**config.mk**
```make
export PLATFORM = sky130hd
export DESIGN_NAME = version_refcount_table
export DESIGN_NICKNAME = d
export VERILOG_FILES = /design/src/hw/rtl/vrt_pkg.sv /design/src/hw/rtl/version_refcount_table.sv /design/src/hw/rtl/vrt_store.sv
export SDC_FILE = /design/constraint.sdc
export NUM_CORES = 1
export LEC_CHECK = 0
export ABC_CLOCK_PERIOD_IN_PS = 8000
export CORE_ASPECT_RATIO = 0.9
export CORE_MARGIN = 2
export CORE_UTILIZATION = 40
export DETAILED_ROUTE_END_ITERATION = 10
export DONT_BUFFER_PORTS = 1
export MAX_ROUTING_LAYER = met4
export SYNTH_ARGS = -nofsm -noshare
export SYNTH_HDL_FRONTEND = slang
export SYNTH_SLANG_ARGS = --single-unit
```
**constraint.sdc**
```tcl
create_clock -name clk_i -period 8 [get_ports clk_i]
set_input_delay 1.6 -clock clk_i [delete_from_list [all_inputs] [get_ports clk_i]]
set_output_delay 1.6 -clock clk_i [all_outputs]
set_load 0.005 [all_outputs]
```
**src/hw/rtl/vrt_pkg.sv**
```systemverilog
package vrt_pkg;

  localparam int unsigned CMD_W    = 2;
  localparam int unsigned HANDLE_W = 32;
  localparam int unsigned STATUS_W = 2;
  localparam int unsigned LIVE_W   = 4;

  localparam logic [CMD_W-1:0] CMD_PUBLISH = 2'd0;
  localparam logic [CMD_W-1:0] CMD_ACQUIRE = 2'd1;
  localparam logic [CMD_W-1:0] CMD_RELEASE = 2'd2;

  localparam logic [STATUS_W-1:0] STAT_OK        = 2'd0;
  localparam logic [STATUS_W-1:0] STAT_EMPTY     = 2'd1;
  localparam logic [STATUS_W-1:0] STAT_FULL      = 2'd2;
  localparam logic [STATUS_W-1:0] STAT_NOT_FOUND = 2'd3;

  typedef enum logic [2:0] {
    S_IDLE,
    S_NEWEST,
    S_SCAN,
    S_SHIFT,
    S_RESULT
  } state_e;

endpackage

```
**src/hw/rtl/version_refcount_table.sv**
```systemverilog
// Publish and acquire: accepted in S_IDLE, result registered from S_NEWEST; the next item is
// taken in the same cycle that the result appears. Release: one S_SCAN step per entry scanned
// up to the oldest match, one S_SHIFT step per entry moved down when the match is retired.
// Empty-list cases and unused commands finish in S_IDLE. A stalled result holds the
// next item back until it is taken.
// Reset clears the entry count and the control state; the entry memory is not cleared.
module version_refcount_table #(
  parameter int unsigned VERSION_SLOTS = 8,
  parameter int unsigned COUNT_BITS    = 16
) (
  input  logic                         clk_i,
  input  logic                         rst_ni,
  input  logic                         in_valid_i,
  output logic                         in_stall_o,
  input  logic [vrt_pkg::CMD_W-1:0]    command_i,
  input  logic [vrt_pkg::HANDLE_W-1:0] handle_i,
  output logic                         out_valid_o,
  input  logic                         out_stall_i,
  output logic [vrt_pkg::STATUS_W-1:0] status_o,
  output logic [vrt_pkg::HANDLE_W-1:0] out_handle_o,
  output logic                         freed_o,
  output logic [vrt_pkg::HANDLE_W-1:0] freed_handle_o,
  output logic [vrt_pkg::LIVE_W-1:0]   live_entries_o
);

  import vrt_pkg::*;

  localparam int unsigned IW = $clog2(VERSION_SLOTS);
  localparam int unsigned TW = $clog2(VERSION_SLOTS + 1);
  localparam int unsigned DW = HANDLE_W + COUNT_BITS;

  state_e              state_q, state_d;
  logic [CMD_W-1:0]    cmd_q, cmd_d;
  logic [HANDLE_W-1:0] hdl_q, hdl_d;
  logic [IW-1:0]       idx_q, idx_d;
  logic [TW-1:0]       total_q, total_d;
  logic [HANDLE_W-1:0] fh_q, fh_d;

  logic                rd_en;
  logic [IW-1:0]       rd_addr;
  logic [DW-1:0]       rd_data;
  logic                wr_en;
  logic [IW-1:0]       wr_addr;
  logic [DW-1:0]       wr_data;

  logic [HANDLE_W-1:0]   rd_hdl;
  logic [COUNT_BITS-1:0] rd_cnt;
  logic [COUNT_BITS-1:0] dec_cnt;
  logic [TW-1:0]         last_idx;
  logic [TW-1:0]         idx_p1;
  logic [TW-1:0]         idx_p2;
  logic                  full;

  logic                fin;
  logic [STATUS_W-1:0] f_status;
  logic [HANDLE_W-1:0] f_oh;
  logic                f_fr;
  logic [HANDLE_W-1:0] f_fh;
  logic [LIVE_W-1:0]   f_live;
  logic                out_free;
  logic                out_load;
  logic                res_load;

  logic                out_valid_q, out_valid_d;
  logic [STATUS_W-1:0] out_status_q;
  logic [HANDLE_W-1:0] out_oh_q;
  logic                out_fr_q;
  logic [HANDLE_W-1:0] out_fh_q;
  logic [LIVE_W-1:0]   out_live_q;

  logic [STATUS_W-1:0] res_status_q;
  logic [HANDLE_W-1:0] res_oh_q;
  logic                res_fr_q;
  logic [HANDLE_W-1:0] res_fh_q;
  logic [LIVE_W-1:0]   res_live_q;

  vrt_store #(
    .DEPTH (VERSION_SLOTS),
    .DW    (DW)
  ) u_store (
    .clk_i     (clk_i),
    .rd_en_i   (rd_en),
    .rd_addr_i (rd_addr),
    .rd_data_o (rd_data),
    .wr_en_i   (wr_en),
    .wr_addr_i (wr_addr),
    .wr_data_i (wr_data)
  );

  assign rd_hdl   = rd_data[COUNT_BITS +: HANDLE_W];
  assign rd_cnt   = rd_data[COUNT_BITS-1:0];
  assign dec_cnt  = (rd_cnt != '0) ? rd_cnt - COUNT_BITS'(1) : '0;
  assign last_idx = total_q - TW'(1);
  assign idx_p1   = TW'(idx_q) + TW'(1);
  assign idx_p2   = TW'(idx_q) + TW'(2);
  assign full     = (total_q >= TW'(VERSION_SLOTS));
  assign out_free = !out_valid_q || !out_stall_i;

  assign in_stall_o = (state_q != S_IDLE);

  always_comb begin
    state_d  = state_q;
    cmd_d    = cmd_q;
    hdl_d    = hdl_q;
    idx_d    = idx_q;
    total_d  = total_q;
    fh_d     = fh_q;
    rd_en    = 1'b0;
    rd_addr  = '0;
    wr_en    = 1'b0;
    wr_addr  = '0;
    wr_data  = '0;
    fin      = 1'b0;
    f_status = STAT_OK;
    f_oh     = '0;
    f_fr     = 1'b0;
    f_fh     = '0;
    out_load = 1'b0;
    res_load = 1'b0;

    unique case (state_q)
      S_IDLE: begin
        if (in_valid_i) begin
          cmd_d = command_i;
          hdl_d = handle_i;
          case (command_i) inside
            CMD_PUBLISH, CMD_ACQUIRE: begin
              if (total_q != '0) begin
                rd_en   = 1'b1;
                rd_addr = IW'(last_idx);
                state_d = S_NEWEST;
              end else if (command_i == CMD_PUBLISH) begin
                wr_en   = 1'b1;
                wr_addr = '0;
                wr_data = {handle_i, COUNT_BITS'(0)};
                total_d = TW'(1);
                fin     = 1'b1;
              end else begin
                f_status = STAT_EMPTY;
                fin      = 1'b1;
              end
            end
            CMD_RELEASE: begin
              if (total_q != '0) begin
                rd_en   = 1'b1;
                rd_addr = '0;
                idx_d   = '0;
                state_d = S_SCAN;
              end else begin
                f_status = STAT_NOT_FOUND;
                fin      = 1'b1;
              end
            end
            default: begin
              fin = 1'b1;
            end
          endcase
        end
      end
      S_NEWEST: begin
        fin = 1'b1;
        if (cmd_q == CMD_PUBLISH) begin
          if (rd_cnt == '0) begin
            wr_en   = 1'b1;
            wr_addr = IW'(last_idx);
            wr_data = {hdl_q, COUNT_BITS'(0)};
            f_fr    = 1'b1;
            f_fh    = rd_hdl;
          end else if (full) begin
            f_status = STAT_FULL;
          end else begin
            wr_en   = 1'b1;
            wr_addr = IW'(total_q);
            wr_data = {hdl_q, COUNT_BITS'(0)};
            total_d = total_q + TW'(1);
          end
        end else begin
          wr_en   = 1'b1;
          wr_addr = IW'(last_idx);
          wr_data = {rd_hdl, (rd_cnt == '1) ? rd_cnt : rd_cnt + COUNT_BITS'(1)};
          f_oh    = rd_hdl;
        end
      end
      S_SCAN: begin
        if (rd_hdl == hdl_q) begin
          if (idx_p1 != total_q && dec_cnt == '0) begin
            // retire: close up the list from the next entry on
            fh_d    = rd_hdl;
            rd_en   = 1'b1;
            rd_addr = IW'(idx_p1);
            state_d = S_SHIFT;
          end else begin
            wr_en   = 1'b1;
            wr_addr = idx_q;
            wr_data = {rd_hdl, dec_cnt};
            fin     = 1'b1;
          end
        end else if (idx_p1 == total_q) begin
          f_status = STAT_NOT_FOUND;
          fin      = 1'b1;
        end else begin
          rd_en   = 1'b1;
          rd_addr = IW'(idx_p1);
          idx_d   = IW'(idx_p1);
        end
      end
      S_SHIFT: begin
        wr_en   = 1'b1;
        wr_addr = idx_q;
        wr_data = rd_data;
        if (idx_p2 == total_q) begin
          total_d = last_idx;
          f_fr    = 1'b1;
          f_fh    = fh_q;
          fin     = 1'b1;
        end else begin
          rd_en   = 1'b1;
          rd_addr = IW'(idx_p2);
          idx_d   = IW'(idx_p1);
        end
      end
      S_RESULT: begin
        fin      = 1'b1;
        f_status = res_status_q;
        f_oh     = res_oh_q;
        f_fr     = res_fr_q;
        f_fh     = res_fh_q;
      end
      default: begin
        state_d = S_IDLE;
      end
    endcase

    f_live = (state_q == S_RESULT) ? res_live_q : LIVE_W'(total_d);

    if (fin) begin
      if (out_free) begin
        out_load = 1'b1;
        state_d  = S_IDLE;
      end else begin
        state_d  = S_RESULT;
        res_load = (state_q != S_RESULT);
      end
    end
  end

  always_comb begin
    out_valid_d = out_valid_q;
    if (out_load) begin
      out_valid_d = 1'b1;
    end else if (!out_stall_i) begin
      out_valid_d = 1'b0;
    end
  end

  always_ff @(posedge clk_i or negedge rst_ni) begin
    if (!rst_ni) begin
      state_q     <= S_IDLE;
      total_q     <= '0;
      out_valid_q <= 1'b0;
    end else begin
      state_q     <= state_d;
      total_q     <= total_d;
      out_valid_q <= out_valid_d;
    end
  end

  always_ff @(posedge clk_i) begin
    cmd_q <= cmd_d;
    hdl_q <= hdl_d;
    idx_q <= idx_d;
    fh_q  <= fh_d;
    if (res_load) begin
      res_status_q <= f_status;
      res_oh_q     <= f_oh;
      res_fr_q     <= f_fr;
      res_fh_q     <= f_fh;
      res_live_q   <= f_live;
    end
    if (out_load) begin
      out_status_q <= f_status;
      out_oh_q     <= f_oh;
      out_fr_q     <= f_fr;
      out_fh_q     <= f_fh;
      out_live_q   <= f_live;
    end
  end

  assign out_valid_o    = out_valid_q;
  assign status_o       = out_status_q;
  assign out_handle_o   = out_oh_q;
  assign freed_o        = out_fr_q;
  assign freed_handle_o = out_fh_q;
  assign live_entries_o = out_live_q;

endmodule

```
**src/hw/rtl/vrt_store.sv**
```systemverilog
module vrt_store #(
  parameter int unsigned DEPTH = 8,
  parameter int unsigned DW    = 48
) (
  input  logic                     clk_i,
  input  logic                     rd_en_i,
  input  logic [$clog2(DEPTH)-1:0] rd_addr_i,
  output logic [DW-1:0]            rd_data_o,
  input  logic                     wr_en_i,
  input  logic [$clog2(DEPTH)-1:0] wr_addr_i,
  input  logic [DW-1:0]            wr_data_i
);

  logic [DW-1:0] mem [DEPTH];
  logic [DW-1:0] rd_data_q;

  always_ff @(posedge clk_i) begin
    if (wr_en_i) begin
      mem[wr_addr_i] <= wr_data_i;
    end
  end

  always_ff @(posedge clk_i) begin
    if (rd_en_i) begin
      rd_data_q <= mem[rd_addr_i];
    end
  end

  assign rd_data_o = rd_data_q;

endmodule

```
# --- Word level (Yosys, flattened, before mapping) ---
# Memory sizes are Yosys's and may differ from the RTL's. A register that Yosys moved wholly into a read port is not among the register bits.
# Cells that the tools add are included.
classes:
  n_addsub: 6
  magnitude_cmp: 1
  eq_ne: 27
  n_reduce_logical: 20
  muxes: 110
ops:
  columns: ["operator", "n"]
  rows:
  - ["48-bit two-way mux", 9]
  - ["48-bit one-hot mux with 4 select lines", 1]
  - ["32-bit two-way mux", 4]
  - ["32-bit one-hot mux with 3 select lines", 1]
  - ["3-bit two-way mux", 28]
  - ["32-bit one-hot mux with 2 select lines", 1]
  - ["1-bit two-way mux", 36]
  - ["4-bit two-way mux", 9]
  - ["3-bit one-hot mux with 3 select lines", 4]
  - ["32-bit equality test", 1]
  - ["16-bit logical NOT", 2]
  - ["16-bit two-way mux", 2]
  - ["2-bit two-way mux", 9]
  - ["16-bit by 1-bit adder with 16-bit output (second input constant)", 1]
  - ["16-bit equality test (second input constant)", 1]
  - ["16-bit nonzero test", 1]
  - ["16-bit by 1-bit subtractor with 16-bit output (second input constant)", 1]
  - ["2-bit inequality test (second input constant)", 7]
  - ["3-bit inequality test (second input constant)", 4]
  - ["4-bit inequality test (second input constant)", 3]
  - ["4-bit one-hot mux with 3 select lines", 1]
  - ["4-bit equality test", 2]
  - ["1-bit one-hot mux with 4 select lines", 2]
  - ["2-bit one-hot mux with 4 select lines", 1]
  - ["26 further kinds", 33]
totals:
  n_memories: 1
  output_inout_bits: 73
  mem_bits_rw: 384
  register_bits: 219
  in_bits: 38
  word_cells: 182
memory_table:
  columns: ["name", "depth", "word_bits", "rd", "rd_ports_with_merged_regs", "write_ports", "line_no", "source"]
  rows:
  - ["u_store.mem", 8, 48, 1, 1, 1, "vrt_store.sv:14", "logic [DW-1:0] mem [DEPTH];"]

# --- Depth between registers and ports, before layout ---
depth:
  ltp_word: 9
  mapped_depth: 15
  ltp_nobuf: 10

# --- Hierarchy ---
# Synthesis repeated with hierarchy kept, for this count alone.
unflattened:
  cells_unflattened: 1405
  hier_area_um2: 26492.9
by_module_without_submodules:
  columns: ["mod", "cells_each", "area_per_inst_um2", "seq_area_each_um2", "instances"]
  rows:
  - ["vrt_store", 616, 16100.4, 12972.4, 1]
  - ["version_refcount_table", 789, 10392.5, 6536.3, 1]

# --- Least setup slack after synthesis ---
# OpenSTA, ideal clock, no wires.
synth_path:
  kind: "reg2reg"
  start: "register u_store.rd_data_q[0], in the netlist u_store.rd_data_o[0] (read register of u_store.mem)"
  end: "register res_fh_q[0] (enable)"
  setup_ps: 587
  required_ps: 7413
  synth_period_minus_slack_ps: 7634
  t_arrival_ps: 7047
  slack_ps: 366
  path_stages_with_launch: 12
  n_path_buf: 1
  path_cell_list: "edfxtp_1 -> clkbuf_1 -> inv_1 -> ha_1 -> or3b_4 -> a211oi_1 -> o31ai_1 -> o211ai_2 -> nand2_1 -> nand2_1 -> a21oi_1 -> nor3_1"
synth_between:
  elab_chain_cells: 8
  word_cells_on_any_way: 9
synth_rtl:
  columns: ["item", "line_no", "source"]
  rows:
  - ["start: declaration", "vrt_store.sv:15", "logic [DW-1:0] rd_data_q;"]
  - ["16-bit by 1-bit subtractor with 16-bit output or 16-bit nonzero test (tied branches)", "version_refcount_table.sv:92", "assign dec_cnt = (rd_cnt != '0) ? rd_cnt - COUNT_BITS'(1) : '0;"]
  - ["16-bit two-way mux *", "version_refcount_table.sv:92", null]
  - ["16-bit logical NOT *", "version_refcount_table.sv:186", "if (idx_p1 != total_q && dec_cnt == '0) begin"]
  - ["1-bit logical AND *", "version_refcount_table.sv:186", null]
  - ["1-bit two-way mux *", "version_refcount_table.sv:186", null]
  - ["1-bit two-way mux *", "version_refcount_table.sv:185", "if (rd_hdl == hdl_q) begin"]
  - ["1-bit one-hot mux with 4 select lines *", "version_refcount_table.sv:121", "unique case (state_q)"]
  - ["1-bit two-way mux *", "version_refcount_table.sv:236", "if (fin) begin"]
  - ["via res_load", "version_refcount_table.sv:62", "logic res_load;"]
  - ["end signal: assignment", "version_refcount_table.sv:277", "res_fh_q <= f_fh;"]
  - ["end: declaration", "version_refcount_table.sv:74", "logic [HANDLE_W-1:0] res_fh_q;"]
# Mark *: on every way through the listed nets, which the timed path passes. The rest lies on a longest branch.
# A chain may end at the register's enable or synchronous reset.

# --- Worst setup path in the final report ---
layout_path:
  start: "register u_store.rd_data_q[0], in the netlist u_store.rd_data_o[0] (read register of u_store.mem)"
  end: "register u_store.rd_data_q[1], in the netlist u_store.rd_data_o[1] (read register of u_store.mem), data pin"
layout_between:
  elab_chain_cells: 7
  word_cells_on_any_way: 11
layout_rtl:
  columns: ["item", "line_no"]
  rows:
  - ["16-bit by 1-bit subtractor with 16-bit output or 16-bit nonzero test (tied branches)", "version_refcount_table.sv:92"]
  - ["16-bit two-way mux *", "version_refcount_table.sv:92"]
  - ["16-bit logical NOT *", "version_refcount_table.sv:186"]
  - ["1-bit logical AND *", "version_refcount_table.sv:186"]
  - ["3-bit two-way mux or 1-bit two-way mux (tied branches)", "version_refcount_table.sv:186"]
  - ["3-bit two-way mux or 1-bit two-way mux (tied branches)", "version_refcount_table.sv:185"]
  - ["3-bit one-hot mux with 3 select lines or 1-bit one-hot mux with 3 select lines (tied branches)", "version_refcount_table.sv:121"]
# Mark *: on every way between the ends. The rest lies on a longest branch, timed or not.

==> run summary <==
## Floorplanning
- 40.6% — initial standard-cell utilization of the core
- 276 microns — die width
- 249 microns — vertical die dimension
- 68800 sq um — die area
- 111 — total I/O pin count
- 89 — Site Rows
- 65800 sq um — core region area

## Logic synthesis
- 643 — number of enable-type register cells in the synthesized netlist
- 72.3% — area share of the largest cell type after synthesis
- 1747 — Net Count, Synth
- edfxtp_1 — most frequently used flop master after synthesis
- 1.23% — proportion of register bits with asynchronous set or reset after synthesis
- 0 — number of warning messages in the yosys log
- 651 — number of register bits inferred by synthesis
- edfxtp_1, a211oi_1, and3_1 — leading cell types by total area after synthesis
- 73.1% — share of the yosys chip area belonging to registers
- 26700 sq um — mapped cell area
- 15.7 sq um — mean instance size in the synthesized netlist
- 1702 — synthesized instance count
- 70 — Netlist cell types
- edfxtp_1 — dominant cell type by area after synthesis

## Power and ir drop
- 3.76 mW — reported net switching power
- 11.3 mW — Power Total
- 380 nW/um^2 — power density of the placed cells
- 26.6% — clock network fraction of design power
- 0.000232 V — VDD IR max
- 49.3% — sequential fraction of design power
- 33.3% — switching power as a share of total power
- 24.1% — fraction of power consumed by combinational cells
- 7.52 mW — internal power contribution
- 9.93 nW — static leakage power

## Global route
- 120 — maximum number of pins on one net before global-route repair
- 0 — grt total ovfl
- 19.5% — all-layer global routing usage
- 4 — number of antenna violations at the first check in global routing
- 15300 — vias in the first global route
- 99900 microns — first-pass GRT wire length

## Critical path
- inv_1 -> ha_1 -> nor4b_1 -> nand4_1 -> o41ai_1 -> o211ai_2 -> a211o_4 -> nand2_8 -> buf_4 -> a211oi_1 -> a2111oi_0 — worst-path cell chain
- nand2_8 — crit path max-delay cell type
- 5.93 ns — endpoint arrival time on the critical path
- 2 — Bufs and invs on worst path
- flip-flop — launching element type of the critical path
- 11 — depth of the worst register-to-register path
- 8.32 ns — required arrival time at the worst endpoint
- compound AO/OA/AOI/OAI gates — cell family with most CP delay
- 119 — Crit Path Max Fanout
- flip-flop to flip-flop — critical path class
- 11 — Crit. path cell count
- 0.76 ns — delay of the slowest cell on the worst path
- flip-flop — type of destination of the critical path

## Clocking
- 67 — clock buffer count from CTS
- 0.60 ns — clock latency on the worst-skew pair
- 0 — post-cts hold buffer count
- 0.06 ns — clk slew on worst S/H paths
- 0 — cells resized by post-CTS repair
- 0 — Post-CTS Setup Inserts
- clkbuf_16 — clock tree root buffer cell
- built — clock tree from TritonCTS
- 3 — total number of H-tree levels
- 651 — total clock sinks
- 3 — clock tree buffer depth

## Placement
- 37900 microns — Detailed Place HPWL
- 0 — number of port buffers
- 27600 sq um — instance area after placement
- 0.869 — routability congestion estimate from global placement

## STA
- 0 — Slew Limit Fails
- 5.61 ns — shortest clock period the worst path allows after layout
- no — RSZ-0062 raised after global routing
- 0.0275 ns — setup skew after layout
- 1.08 ns — slew at the pin with the worst max-slew slack
- 0 ns — Setup TNS
- 0 — setup violation total in the final timing report
- 28.3% — Slew HR
- 178 MHz — max frequency
- 0 — Hold Violations, Final
- 70.1% — ratio of final minimum period to clock period

## Final layout
- 11.2% — synthesis-to-layout area growth
- 10.7% — proportion of layout cells with a drive suffix above 1
- edfxtp_1, a211oi_1, and3_1 — leading cell types in the layout, fill and taps excluded
- edfxtp_1 — most common cell after layout, fill and taps aside
- 1713 — nets@finish
- 29700 sq um — Finished Cell Area

## Detailed routing
- 0 — drc violations
- 6.02 — DR vias/cell
- 66400 microns — final WL
- 7 — number of search-and-repair iterations in the first detailed-routing pass
- 15600 — total via count after detailed routing
- 0 — post-route ant nets
- 25.7 microns — WL per Instance
- 2015 — Initial DRC Count

## Status
- completed — status

## Flow run
- 0 — number of maximum-capacitance constraint violations

## Min path
- flip-flop to flip-flop — HP Class
- 2 — worst hold path cell count

[cells in the mapped netlist, types with 29 or more instances]
library cell  instances
nor2_1               50
clkbuf_1             98
nand2_1              38
inv_1                77
and3_1              149
edfxtp_1            643
a222oi_1             64
a211oi_1            150
a22o_1               35
mux2i_1              50
xor2_1               40
a2111oi_2            29
[cell families after synthesis]
kind of cell	synth area share [%]
adder cells (fa/ha/maj)	0.328
buffers and inverters	3.23
multiplexers	2.04
flip-flops	73.1
AND/OR/NAND/NOR	7.02
XOR/XNOR	1.67
AO/OA/AOI/OAI	12.6
[worst reg2reg max path, cell delays in order, from the launching register on]
cell       delay, ns
edfxtp_1        0.53
inv_1           0.11
ha_1            0.28
nor4b_1         0.47
nand4_1         0.61
o41ai_1         0.35
o211ai_2        0.28
a211o_4         0.59
nand2_8         0.82
buf_4           0.64
a211oi_1        0.16
a2111oi_0       0.51
[path summary, 6_finish.rpt]
kind,slack (ns),end,from
max,2.39,u_store.rd_data_o[1],u_store.rd_data_o[0]
min,0.55,freed_handle_o[27],res_fh_q[27]
max reg2reg,2.39,u_store.rd_data_o[1],u_store.rd_data_o[0]
min reg2reg,0.55,freed_handle_o[27],res_fh_q[27]
max in group asynchronous,7.23,total_q[0],rst_ni
min in group asynchronous,0.70,out_valid_o,rst_ni
[power by group through the flow]
| stage | Clock, mW | Combinational (mW) | Sequential, mW |
|---|---|---|---|
| 5_1_grt | 3.19 | 2.97 | 5.62 |
| 4_1_cts | 3.06 | 2.74 | 5.55 |
| 3_3_place_gp | 0 | 2.67 | 5.59 |
| 6_report | 3.00 | 2.72 | 5.56 |
| 3_5_place_dp | 0 | 2.73 | 5.62 |
| 2_1_floorplan | 0 | 2.00 | 5.30 |
[per-layer routing]
layer	track usage, %	wire length [microns]
met5	-	0
met4	5.07	984
met3	3.71	5090
met2	30.4	31800
met1	26.5	28600
[area by class of cell]
class / count / area [sq um]
antenna: 6 / 15.0
clock buffer: 92 / 1830
clock inverter: 25 / 249
fill: 5570 / 36100
inverter: 77 / 289
multi-input combinational: 845 / 6520
sequential: 651 / 19500
tap: 864 / 1080
timing repair buffer: 26 / 195
[flip-flops by register name (all words and copies together), names as in the netlist]
name               flops
fh_q                  32
total_q                4
hdl_q                 32
live_entries_o         4
idx_q                  3
u_store.rd_data_o     48
out_valid_o            1
out_handle_o          32
status_o               2
u_store.mem          384
freed_o                1
res_live_q             4
cmd_q                  2
res_fh_q              32
freed_handle_o        32
res_fr_q               1
res_oh_q              32
res_status_q           2
state_q                3
[through the flow]
stage	utilization (%)	cells	worst slack, ns	hold slack (ns)
4_1_cts	45.1	2580	2.51	0.557
5_1_grt	45.1	2586	1.97	0.588
3_5_place_dp	41.9	2463	2.51	0.544
3_3_place_gp	41.9	2463	2.69	0.540
2_1_floorplan	-	1702	0.366	0.513
6_report	45.1	2586	2.39	0.553
(Power assumes the default switching activity.)
